$ cat config.mk
export PLATFORM = sky130hd
export DESIGN_NAME = logic_sample_rle_encoder_flat
export DESIGN_NICKNAME = d
export VERILOG_FILES = /design/src/hw/rtl/lsre_pkg.sv /design/src/hw/rtl/lsre_if.sv /design/src/hw/rtl/lsre_core.sv /design/src/hw/rtl/lsre_ofifo.sv /design/src/hw/rtl/logic_sample_rle_encoder.sv /design/src/flat_wrapper.sv
export SDC_FILE = /design/constraint.sdc
export NUM_CORES = 1
export LEC_CHECK = 0
export BUFFER_PORTS_ARGS = -buffer_cell sky130_fd_sc_hd__buf_4
export CAP_MARGIN = 20
export CELL_PAD_IN_SITES_DETAIL_PLACEMENT = 1
export CELL_PAD_IN_SITES_GLOBAL_PLACEMENT = 1
export CORE_ASPECT_RATIO = 0.6
export CORE_MARGIN = 1.5
export CORE_UTILIZATION = 45
export DETAILED_ROUTE_END_ITERATION = 10
export HOLD_SLACK_MARGIN = 0.15
export PLACE_DENSITY_LB_ADDON = 0.12
export SLEW_MARGIN = 10
export SYNTH_ARGS = -nofsm -noshare
export SYNTH_HDL_FRONTEND = slang
export SYNTH_SLANG_ARGS = --single-unit
export TNS_END_PERCENT = 1
$ cat constraint.sdc
create_clock -name clk_i -period 6.2 [get_ports clk_i]
set_clock_uncertainty 0.05 [all_clocks]
set_input_delay 1.24 -clock clk_i [delete_from_list [all_inputs] [get_ports clk_i]]
set_output_delay 1.24 -clock clk_i [all_outputs]
set_load 0.01 [all_outputs]
$ cat src/hw/rtl/lsre_pkg.sv
// ----------------------------------------------------------------------------
// Logic sample RLE encoder package
// Types, constants and the run word builder shared by the encoder modules.
// ----------------------------------------------------------------------------
`default_nettype none

package lsre_pkg;

  localparam int unsigned SampleW   = 16;
  localparam int unsigned WordW     = 32;
  localparam int unsigned BytesW    = 3;
  localparam int unsigned RunLenW   = 16;
  localparam int unsigned CfgIdxW   = 1;
  localparam int unsigned CfgDataW  = 1;
  localparam int unsigned FifoDepth = 4;

  // Register indexes of the configuration port.
  localparam logic [CfgIdxW-1:0] RegRleEnable  = 1'd0;
  localparam logic [CfgIdxW-1:0] RegWideSample = 1'd1;

  localparam logic [SampleW-1:0] NoRun     = 16'h8000;
  localparam logic [RunLenW-1:0] NarrowCap = 16'h0080;
  localparam logic [RunLenW-1:0] WideCap   = 16'h8000;

  localparam logic [BytesW-1:0] Bytes1 = 3'd1;
  localparam logic [BytesW-1:0] Bytes2 = 3'd2;
  localparam logic [BytesW-1:0] Bytes4 = 3'd4;

  typedef struct packed {
    logic [WordW-1:0]  word;
    logic [BytesW-1:0] bytes;
    logic              last;
  } code_t;

  typedef struct packed {
    logic [1:0]         cnt;
    code_t              res0;
    code_t              res1;
    logic [SampleW-1:0] run_value;
    logic [RunLenW-1:0] run_length;
  } core_out_t;

  // Builds a run mark word: the length minus one with the mark bit in the low
  // half of the word (wide) or of its low 16 bits (narrow), the value above it.
  function automatic logic [WordW-1:0] run_word(input logic [SampleW-1:0] val,
                                                input logic [RunLenW-1:0] len,
                                                input logic wide);
    logic [RunLenW-1:0] n;
    n = len - 16'd1;
    if (wide) begin
      run_word = {1'b0, val[14:0], 1'b1, n[14:0]};
    end else begin
      run_word = {16'h0000, 1'b0, val[6:0], 1'b1, n[6:0]};
    end
  endfunction

endpackage

`default_nettype wire

$ cat src/hw/rtl/lsre_if.sv
// ----------------------------------------------------------------------------
// Logic sample RLE encoder channels
// Valid/ready channels for incoming samples and outgoing code words.
// ----------------------------------------------------------------------------
`default_nettype none

interface lsre_sample_if;
  logic        valid;
  logic        ready;
  logic [15:0] sample;
  logic        sample_last;

  modport source (output valid, output sample, output sample_last, input ready);
  modport sink   (input valid, input sample, input sample_last, output ready);
endinterface

interface lsre_code_if;
  logic        valid;
  logic        ready;
  logic [31:0] code_word;
  logic [2:0]  code_bytes;
  logic        word_last;

  modport source (output valid, output code_word, output code_bytes, output word_last,
                  input ready);
  modport sink   (input valid, input code_word, input code_bytes, input word_last,
                  output ready);
endinterface

`default_nettype wire

$ cat src/hw/rtl/lsre_core.sv
// ----------------------------------------------------------------------------
// Logic sample RLE encoder step logic
// Compares one sample with the pending run and produces up to two code words
// and the next run state.
// ----------------------------------------------------------------------------
`default_nettype none

module lsre_core import lsre_pkg::*; (
  input  logic [SampleW-1:0] sample_i,
  input  logic               last_i,
  input  logic               rle_en_i,
  input  logic               wide_i,
  input  logic [SampleW-1:0] run_value_i,
  input  logic [RunLenW-1:0] run_length_i,
  output core_out_t          out_o
);

  logic [SampleW-1:0] v;
  logic [RunLenW-1:0] cap;
  logic [RunLenW-1:0] len_inc;
  logic [RunLenW-1:0] len_new;
  logic               emit_a;
  logic               emit_b;
  logic [WordW-1:0]   word_a;
  logic [WordW-1:0]   word_b;
  logic [BytesW-1:0]  run_bytes;

  always_comb begin
    v         = wide_i ? {1'b0, sample_i[14:0]} : {9'b0, sample_i[6:0]};
    cap       = wide_i ? WideCap : NarrowCap;
    run_bytes = wide_i ? Bytes4 : Bytes2;
    len_inc   = run_length_i + 16'd1;
    emit_a    = 1'b0;
    word_a    = run_word(run_value_i, run_length_i, wide_i);
    len_new   = 16'd1;

    if (v != run_value_i) begin
      // A new value closes whatever run was pending.
      emit_a = (run_length_i != '0);
    end else if (len_inc >= cap) begin
      // The run is full: send it now and keep the value.
      emit_a  = 1'b1;
      word_a  = run_word(run_value_i, cap, wide_i);
      len_new = '0;
    end else begin
      len_new = len_inc;
    end

    emit_b = last_i && (len_new != '0);
    word_b = run_word(v, len_new, wide_i);

    out_o = '0;
    if (!rle_en_i) begin
      out_o.cnt        = 2'd1;
      out_o.res0.word  = wide_i ? {16'h0000, sample_i} : {24'h000000, sample_i[7:0]};
      out_o.res0.bytes = wide_i ? Bytes2 : Bytes1;
      out_o.res0.last  = last_i;
      out_o.run_value  = last_i ? NoRun : run_value_i;
      out_o.run_length = last_i ? '0 : run_length_i;
    end else begin
      out_o.cnt        = {1'b0, emit_a} + {1'b0, emit_b};
      out_o.res0.word  = emit_a ? word_a : word_b;
      out_o.res0.bytes = run_bytes;
      out_o.res0.last  = last_i && !(emit_a && emit_b);
      out_o.res1.word  = word_b;
      out_o.res1.bytes = run_bytes;
      out_o.res1.last  = last_i;
      out_o.run_value  = last_i ? NoRun : v;
      out_o.run_length = last_i ? '0 : len_new;
    end
  end

endmodule

`default_nettype wire

$ cat src/hw/rtl/lsre_ofifo.sv
// ----------------------------------------------------------------------------
// Logic sample RLE encoder output queue
// Small queue: takes up to two code words a cycle, hands one out on ready_i.
// ----------------------------------------------------------------------------
`default_nettype none

module lsre_ofifo import lsre_pkg::*; #(
  parameter int unsigned Depth = FifoDepth
) (
  input  logic       clk_i,
  input  logic       rst_ni,
  input  logic [1:0] push_cnt_i,
  input  code_t      push0_i,
  input  code_t      push1_i,
  output logic       room2_o,
  output logic       valid_o,
  input  logic       ready_i,
  output code_t      data_o
);

  localparam int unsigned PtrW = $clog2(Depth);
  localparam int unsigned CntW = $clog2(Depth + 1);

  code_t             mem_q [Depth];
  logic [PtrW-1:0]   wr_ptr_q, wr_ptr_d;
  logic [PtrW-1:0]   rd_ptr_q, rd_ptr_d;
  logic [CntW-1:0]   count_q, count_d;
  logic [PtrW-1:0]   wr_next;
  logic              pop;

  assign pop     = valid_o && ready_i;
  assign valid_o = (count_q != '0);
  assign data_o  = mem_q[rd_ptr_q];
  assign room2_o = (count_q <= CntW'(Depth - 2));
  assign wr_next = wr_ptr_q + PtrW'(1);

  always_comb begin
    wr_ptr_d = wr_ptr_q + PtrW'(push_cnt_i);
    rd_ptr_d = rd_ptr_q + PtrW'(pop);
    count_d  = count_q + CntW'(push_cnt_i) - CntW'(pop);
  end

  always_ff @(posedge clk_i or negedge rst_ni) begin
    if (!rst_ni) begin
      wr_ptr_q <= '0;
      rd_ptr_q <= '0;
      count_q  <= '0;
    end else begin
      wr_ptr_q <= wr_ptr_d;
      rd_ptr_q <= rd_ptr_d;
      count_q  <= count_d;
    end
  end

  always_ff @(posedge clk_i) begin
    if (push_cnt_i != 2'd0) begin
      mem_q[wr_ptr_q] <= push0_i;
    end
    if (push_cnt_i == 2'd2) begin
      mem_q[wr_next] <= push1_i;
    end
  end

endmodule

`default_nettype wire

$ cat src/hw/rtl/logic_sample_rle_encoder.sv
// ----------------------------------------------------------------------------
// Logic sample run-length encoder
// Turns a stream of captured samples into raw bytes or run mark words.
// ----------------------------------------------------------------------------
//  channel   dir  payload                               handshake
//  in_ch     in   sample[15:0], sample_last             valid/ready
//  out_ch    out  code_word[31:0], code_bytes, word_last valid/ready
//  cfg       in   cfg_idx_i, cfg_wdata_i                cfg_we_i, no wait
//
// One sample is taken per cycle while the queue has room for two more words.
// A sample waits in the input register until the queue has that room, and is
// then encoded into a four-entry output queue, from which its words go out
// on out_ch.
// A sample that yields two words needs two free queue entries; when the sink
// stalls, in_ch.ready drops once the queue cannot take two more words.
// rst_ni clears the config, the run state and the queue asynchronously.
// ----------------------------------------------------------------------------
`default_nettype none

module logic_sample_rle_encoder import lsre_pkg::*; #(
  parameter int unsigned QueueDepth = FifoDepth
) (
  input  logic                clk_i,
  input  logic                rst_ni,
  lsre_sample_if.sink         in_ch,
  lsre_code_if.source         out_ch,
  input  logic                cfg_we_i,
  input  logic [CfgIdxW-1:0]  cfg_idx_i,
  input  logic [CfgDataW-1:0] cfg_wdata_i
);

  logic               rle_en_q;
  logic               wide_q;
  logic [SampleW-1:0] run_value_q;
  logic [RunLenW-1:0] run_length_q;
  logic [SampleW-1:0] sample_q;
  logic               last_q;
  logic               valid_q;
  logic               room2;
  logic               proc_fire;
  logic               in_fire;
  logic [1:0]         push_cnt;
  core_out_t          core_out;
  code_t              head;

  assign proc_fire   = valid_q && room2;
  assign in_ch.ready = !valid_q || proc_fire;
  assign in_fire     = in_ch.valid && in_ch.ready;
  assign push_cnt    = proc_fire ? core_out.cnt : 2'd0;

  lsre_core u_core (
    .sample_i     (sample_q),
    .last_i       (last_q),
    .rle_en_i     (rle_en_q),
    .wide_i       (wide_q),
    .run_value_i  (run_value_q),
    .run_length_i (run_length_q),
    .out_o        (core_out)
  );

  lsre_ofifo #(
    .Depth (QueueDepth)
  ) u_ofifo (
    .clk_i      (clk_i),
    .rst_ni     (rst_ni),
    .push_cnt_i (push_cnt),
    .push0_i    (core_out.res0),
    .push1_i    (core_out.res1),
    .room2_o    (room2),
    .valid_o    (out_ch.valid),
    .ready_i    (out_ch.ready),
    .data_o     (head)
  );

  assign out_ch.code_word  = head.word;
  assign out_ch.code_bytes = head.bytes;
  assign out_ch.word_last  = head.last;

  always_ff @(posedge clk_i or negedge rst_ni) begin
    if (!rst_ni) begin
      rle_en_q     <= 1'b0;
      wide_q       <= 1'b0;
      run_value_q  <= NoRun;
      run_length_q <= '0;
      valid_q      <= 1'b0;
    end else begin
      if (in_fire) begin
        valid_q <= 1'b1;
      end else if (proc_fire) begin
        valid_q <= 1'b0;
      end
      if (cfg_we_i) begin
        // Any register write drops the pending run.
        case (cfg_idx_i)
          RegRleEnable:  rle_en_q <= cfg_wdata_i[0];
          RegWideSample: wide_q   <= cfg_wdata_i[0];
          default: ;
        endcase
        run_value_q  <= NoRun;
        run_length_q <= '0;
      end else if (proc_fire) begin
        run_value_q  <= core_out.run_value;
        run_length_q <= core_out.run_length;
      end
    end
  end

  always_ff @(posedge clk_i) begin
    if (in_fire) begin
      sample_q <= in_ch.sample;
      last_q   <= in_ch.sample_last;
    end
  end

endmodule

`default_nettype wire

$ cat src/flat_wrapper.sv
// flat-port wrapper written by rule: the top's interface ports become plain ports
module logic_sample_rle_encoder_flat import lsre_pkg::*;
#(
  parameter int unsigned QueueDepth = FifoDepth
)
  (clk_i, rst_ni, cfg_we_i, cfg_idx_i, cfg_wdata_i, in_ch_valid, in_ch_sample, in_ch_sample_last, in_ch_ready, out_ch_valid, out_ch_code_word, out_ch_code_bytes, out_ch_word_last, out_ch_ready);
  lsre_sample_if in_ch_i ();
  lsre_code_if out_ch_i ();
  input  logic clk_i;
  input  logic rst_ni;
  input  logic cfg_we_i;
  input  logic [CfgIdxW-1:0] cfg_idx_i;
  input  logic [CfgDataW-1:0] cfg_wdata_i;
  input wire logic [$bits(in_ch_i.valid)-1:0] in_ch_valid;
  input wire logic [$bits(in_ch_i.sample)-1:0] in_ch_sample;
  input wire logic [$bits(in_ch_i.sample_last)-1:0] in_ch_sample_last;
  output wire logic [$bits(in_ch_i.ready)-1:0] in_ch_ready;
  output wire logic [$bits(out_ch_i.valid)-1:0] out_ch_valid;
  output wire logic [$bits(out_ch_i.code_word)-1:0] out_ch_code_word;
  output wire logic [$bits(out_ch_i.code_bytes)-1:0] out_ch_code_bytes;
  output wire logic [$bits(out_ch_i.word_last)-1:0] out_ch_word_last;
  input wire logic [$bits(out_ch_i.ready)-1:0] out_ch_ready;
  assign in_ch_i.valid = in_ch_valid;
  assign in_ch_i.sample = in_ch_sample;
  assign in_ch_i.sample_last = in_ch_sample_last;
  assign in_ch_ready = in_ch_i.ready;
  assign out_ch_valid = out_ch_i.valid;
  assign out_ch_code_word = out_ch_i.code_word;
  assign out_ch_code_bytes = out_ch_i.code_bytes;
  assign out_ch_word_last = out_ch_i.word_last;
  assign out_ch_i.ready = out_ch_ready;
  logic_sample_rle_encoder #(.QueueDepth(QueueDepth)) u_core (.clk_i(clk_i), .rst_ni(rst_ni), .in_ch(in_ch_i), .out_ch(out_ch_i), .cfg_we_i(cfg_we_i), .cfg_idx_i(cfg_idx_i), .cfg_wdata_i(cfg_wdata_i));
endmodule
---- Word-level counts from Yosys, hierarchy flattened ----
Memory sizes are Yosys's and may differ from the RTL's.
Index checks and enable logic that the tools add are counted.
word-level totals
  bits in registers ....................... 59
  output and inout port bits .............. 38
  logic and storage cells ................. 78
  memory bits (writable) .................. 144
  bits of input ports ..................... 24
  memories ................................ 1
memory list
  memory                words  bits a word  rd ports  clocked after Yosys merged registers in  write ports  RTL line          source
  u_core.u_ofifo.mem_q  4      36           1         0                                        2            lsre_ofifo.sv:24  code_t mem_q [Depth];
cells by class
  add/subtract/negate cells ............... 10
  reduce and logical (&&, ||, !) cells .... 19
  mux-type cells .......................... 33
  equal/unequal tests ..................... 2
  order comparisons ....................... 2
  bitwise logic cells ..................... 1
operators by type and width
  operator                 number
  $mux W16                 12
  $mux W32                 4
  $mux W31                 3
  $sub A15 B1 Y15 const B  3
  $mux W38                 1
  $mux W36                 1
  $reduce_bool A16 Y1      2
  $add A16 B1 Y16 const B  1
  $ge A16 B16 Y1           1
  $ne A16 B16 Y1           1
  $mux W15                 1
  $mux W1                  8
  $logic_and A1 B1 Y1      6
  $reduce_and A2 Y1        3
  $reduce_bool A2 Y1       3
  $reduce_bool A3 Y1       2
  $mux W2                  2
  $add A3 B2 Y3            1
  $le A3 B2 Y1 const B     1
  $mux W3                  1
  $sub A3 B1 Y3            1
  $add A1 B1 Y2            1
  $add A2 B1 Y2            1
  $add A2 B1 Y2 const B    1
  other kinds (5)          6

---- Longest topological paths before layout ----
  word-level depth ........................ 14
  gate-level depth with buffers ........... 25

---- Modules after synthesis ----
Synthesis repeated with hierarchy kept, for this count alone.
second synthesis, totals
  cell total of the unflattened synthesis .. 1131
  area, all modules ....................... 12914.9 um2
modules (own cells, without submodules)
  module                    cells an instance  sequential area each (um2)  area each (um2)  times used
  lsre_ofifo                388                4499.3                      7354.6           1
  lsre_core                 568                0.0                         3326.9           1
  logic_sample_rle_encoder  175                1387.6                      2233.4           1

---- Least setup slack after synthesis ----
No wires, ideal clock.
  path type ............................... reg2reg
  from .................................... register u_core.run_length_q[1]
  to ...................................... memory u_core.u_ofifo.mem_q[1][3] in the netlist's numbering (data pin)
  data required time ...................... 5890 ps
  arrival ................................. 5885 ps
  library setup time ...................... 260 ps
  path buffers ............................ 4
  path slack .............................. 5 ps
  period minus slack after synthesis ...... 6195 ps
  cell stages (with the launch flop) ...... 24
  cell sequence ........................... dfrtp_1 > buf_2 > nand4_1 > nor2_1 > xnor2_1 > ha_1 > nand3_1 > a211oi_1 > or4b_1 > clkbuf_1 > o31a_4 > o21ai_0 > inv_1 > ha_1 > inv_1 > o31a_1 > ha_1 > o211ai_1 > and2_1 > clkbuf_1 > or2_2 > clkbuf_1 > nand2_1 > and2_1
RTL lines
  what                    RTL line                         source
  from (decl)             logic_sample_rle_encoder.sv:35   logic [RunLenW-1:0] run_length_q;
  from (signal assigned)  logic_sample_rle_encoder.sv:103  run_length_q <= core_out.run_length;
  to (decl)               lsre_ofifo.sv:24

==> metrics.md <==
| Metric | Value |
|---|---|
| DR iter-0 viols | `1231` |
| Pre-antenna DRT Iters | `6` |
| Pre-CTS setup slack | `0.554 ns` |
| Max-cap violations | `0` |
| Ratio of cells with drive above 1 in the final layout | `0.204` |
| Complex-gate fraction of the synthesized area | `0.192` |
| # H-tree levels | `4` |
| CTS root buf | `clkbuf_16` |
| CP startpoint kind | `flip-flop` |
| Placed Cells | `1385` |
| Antenna violations before repair | `0` |
| RSZ-0062 raised after global routing | `no` |
| Post-Synthesis Cells | `1046` |
| Clock transition at path regs | `0.07 ns` |
| Synth warn | `0` |
| Rel. slew slack | `0.303` |
| CP Class | `reg2reg` |
| Synth Area in Simple Gates | `0.129` |
| Final Wtd Congestion | `0.909` |
| Worst hold path class | `reg2reg` |
| Layout area overhead | `13.3%` |
| Post-CTS Resized | `0` |
| Vias | `9586` |
| Most numerous cell in the Yosys netlist | `edfxtp_1` |
| Std-Cell Rows | `44` |
| Hold-fix buffers, CTS | `0` |
| Tcrit/Tclk final | `0.910` |
| Unique masters post-synth | `85` |
| Post-synth top area share | `0.403` |
| Largest net degree at the start of global routing | `49` |
| WP data required | `6.32 ns` |
| Synthesized area | `11400 um2` |
| Final setup viols | `0` |
| Mux cell area share after synthesis | `0.0781` |
| Post-Syn Nets | `1086` |
| CTS tree | `yes` |
| Die width | `208 um` |
| # clock sinks | `199` |
| I/O pins | `62` |
| First-pass GRT wire length | `60.9 mm` |
| Largest family of logic cells by synthesized area | `compound AO/OA/AOI/OAI gates` |
| Core Area | `24500 um2` |
| Max Fclk | `177 MHz` |
| Residual DRC count | `0` |
| Vias per cell | `6.75` |
| Post-layout nets | `1126` |
| Detail Route Antenna Nets | `0` |
| Congestion Overflow GR | `0` |
| Synthesized-area fraction occupied by adder cells | `0.0182` |
| CP Capture Type | `flip-flop` |
| Register area share after synthesis | `0.502` |
| DR WL/cell | `28.3 um` |
| Number of synthesized flops with an enable pin | `153` |
| Post-route minimum period | `5.64 ns` |
| Top cells by area, synth | `edfxtp_1 40%, dfrtp_1 9.0%, mux4_2 6.9%` |
| Clk_lat worst skew | `0.48 ns` |
| Cell Pwr Density | `363 nW/um2` |
| Maximum clock path buffer count | `2` |
| Fraction of synthesized cell area in xor and xnor cells | `0.0369` |
| #FFs+latches synth | `199` |
| Outcome | `complete, no violations` |
| GRT Util Overall | `0.313` |
| Die Y | `126 um` |
| Syn Area/Cell | `10.9 um2` |
| Main synth FF type | `edfxtp_1` |
| Worst-path fanout max | `16` |
| Pins Over Slew Limit | `0` |
| Routed WL | `40.2 mm` |
| Die area | `26300 um2` |
| Synth area leader | `edfxtp_1` |
| Asr flop ratio synth | `0.211` |
| Setup TNS | `0 ns` |
| Final WS setup | `0.558 ns` |
| Vias in the first global route | `9290` |
| Layout Cells excl Fill | `1421` |
| Starting density of the core | `0.465` |
| Total setup buffers inserted after CTS | `0` |
| TritonCTS Buffers | `17` |
| Post-DP HPWL | `27.9 mm` |
| PortBufs | `60` |
| Leak pwr | `0.00458 uW` |
| WP data arrival | `5.76 ns` |
| Most frequent cells after synthesis | `153 x edfxtp_1, 103 x nor2_1, 84 x nand2_1` |
| Ant. Diodes | `0` |
| Final Power | `4690 uW` |
| Maximum vdd drop | `192 uV` |
| Fin. Hold Viols | `0` |
| Worst Max-Slew Pin Slew | `1.04 ns` |
## worst max-delay path: stages (launching register included)
cell	delay, ns
dfrtp_1	0.35
buf_4	0.18
ha_1	0.18
buf_4	0.20
and3_1	0.21
nand4_1	0.24
and2_1	0.25
nor2_1	0.44
o31a_4	0.30
o21ai_0	0.12
inv_1	0.13
ha_1	0.28
inv_1	0.10
o31a_1	0.30
ha_1	0.30
o211ai_1	0.10
and2_1	0.28
or2_2	0.34
buf_4	0.22
nand2_1	0.41
buf_4	0.32
## metal layers
| metal | GRT usage | routed length, um | vias up |
|---|---|---|---|
| li1 | - | - | 4097 |
| met5 | 0 | 0 | - |
| met1 | 0.484 | 18700 | 4919 |
| met3 | 0.0938 | 4350 | 54 |
| met4 | 0.0884 | 671 | 0 |
| met2 | 0.419 | 16500 | 516 |
## final timing paths
kind / start / end / slack (ns) / cells after the start
max: u_core.run_length_q[1] / u_core.u_ofifo.mem_q[1][12] / 0.56 / 20
min: u_core.run_value_q[15] / u_core.run_value_q[15] / 0.43 / 2
max reg2reg: u_core.run_length_q[1] / u_core.u_ofifo.mem_q[1][12] / 0.56 / 20
min reg2reg: u_core.run_value_q[15] / u_core.run_value_q[15] / 0.43 / 2
max in group asynchronous: rst_ni / u_core.u_ofifo.rd_ptr_q[1] / 4.97 / 1
min in group asynchronous: rst_ni / u_core.run_length_q[4] / 0.71 / 1
## final cells by class
type,count,area (um2)
clock inverter,14,125
sequential,199,5730
tap,322,403
timing repair buffer,126,957
clock buffer,18,429
fill,2572,11600
multi-input combinational,721,5190
inverter,21,78.8
## sequential cells by signal, summed over array words and instances, names as in the netlist
register,flops
u_core.u_ofifo.count_q,3
u_core.rle_en_q,1
u_core.run_value_q,16
u_core.u_ofifo.mem_q,140
u_core.valid_q,1
u_core.run_length_q,16
u_core.wide_q,1
u_core.sample_q,16
u_core.last_q,1
u_core.u_ofifo.wr_ptr_q,2
u_core.u_ofifo.rd_ptr_q,2
## where the power goes
part / total [uW] / leakage [uW] / switching [uW] / internal, uW
logic: 1680 / 0.00222 / 985 / 691
registers: 1900 / 0.00210 / 219 / 1690
clock network: 1110 / 0.000265 / 554 / 557
total: 4690 / 0.00458 / 1760 / 2930
## cells in the final DEF (no fill, tap or decap), types with 13 or more instances in the layout
cell,n
buf_4,123
o22ai_1,48
o221ai_1,13
nand3_1,20
nor3_1,21
dfrtp_1,39
inv_1,19
xnor2_1,23
a22o_1,17
o21ai_0,43
xor2_1,25
ha_1,15
a22oi_1,53
nor2_1,102
nand2_1,84
a21oi_1,34
edfxtp_1,153
mux4_2,35
clkbuf_16,17
## kinds of logic (layout without fill, tap and decap cells)
family          count (synthesis)  in the layout
fa+ha+maj                      16             16
buf+inv                       126            179
compound gates                301            301
other cells                     1              1
mux                            44             44
simple gates                  311            311
xor+xnor                       48             48
flops                         199            199
## metrics by stage
step                      utilization  hold slack, ns  cell area [um2]
after floorplan                     -           0.383            11400
after global placement          0.502           0.397            12300
after detailed placement        0.503           0.407            12300
after CTS                       0.526           0.425            12900
after global routing            0.527           0.450            12900
final                           0.527           0.428            12900
Note: power is estimated with default switching activity, not from simulation.
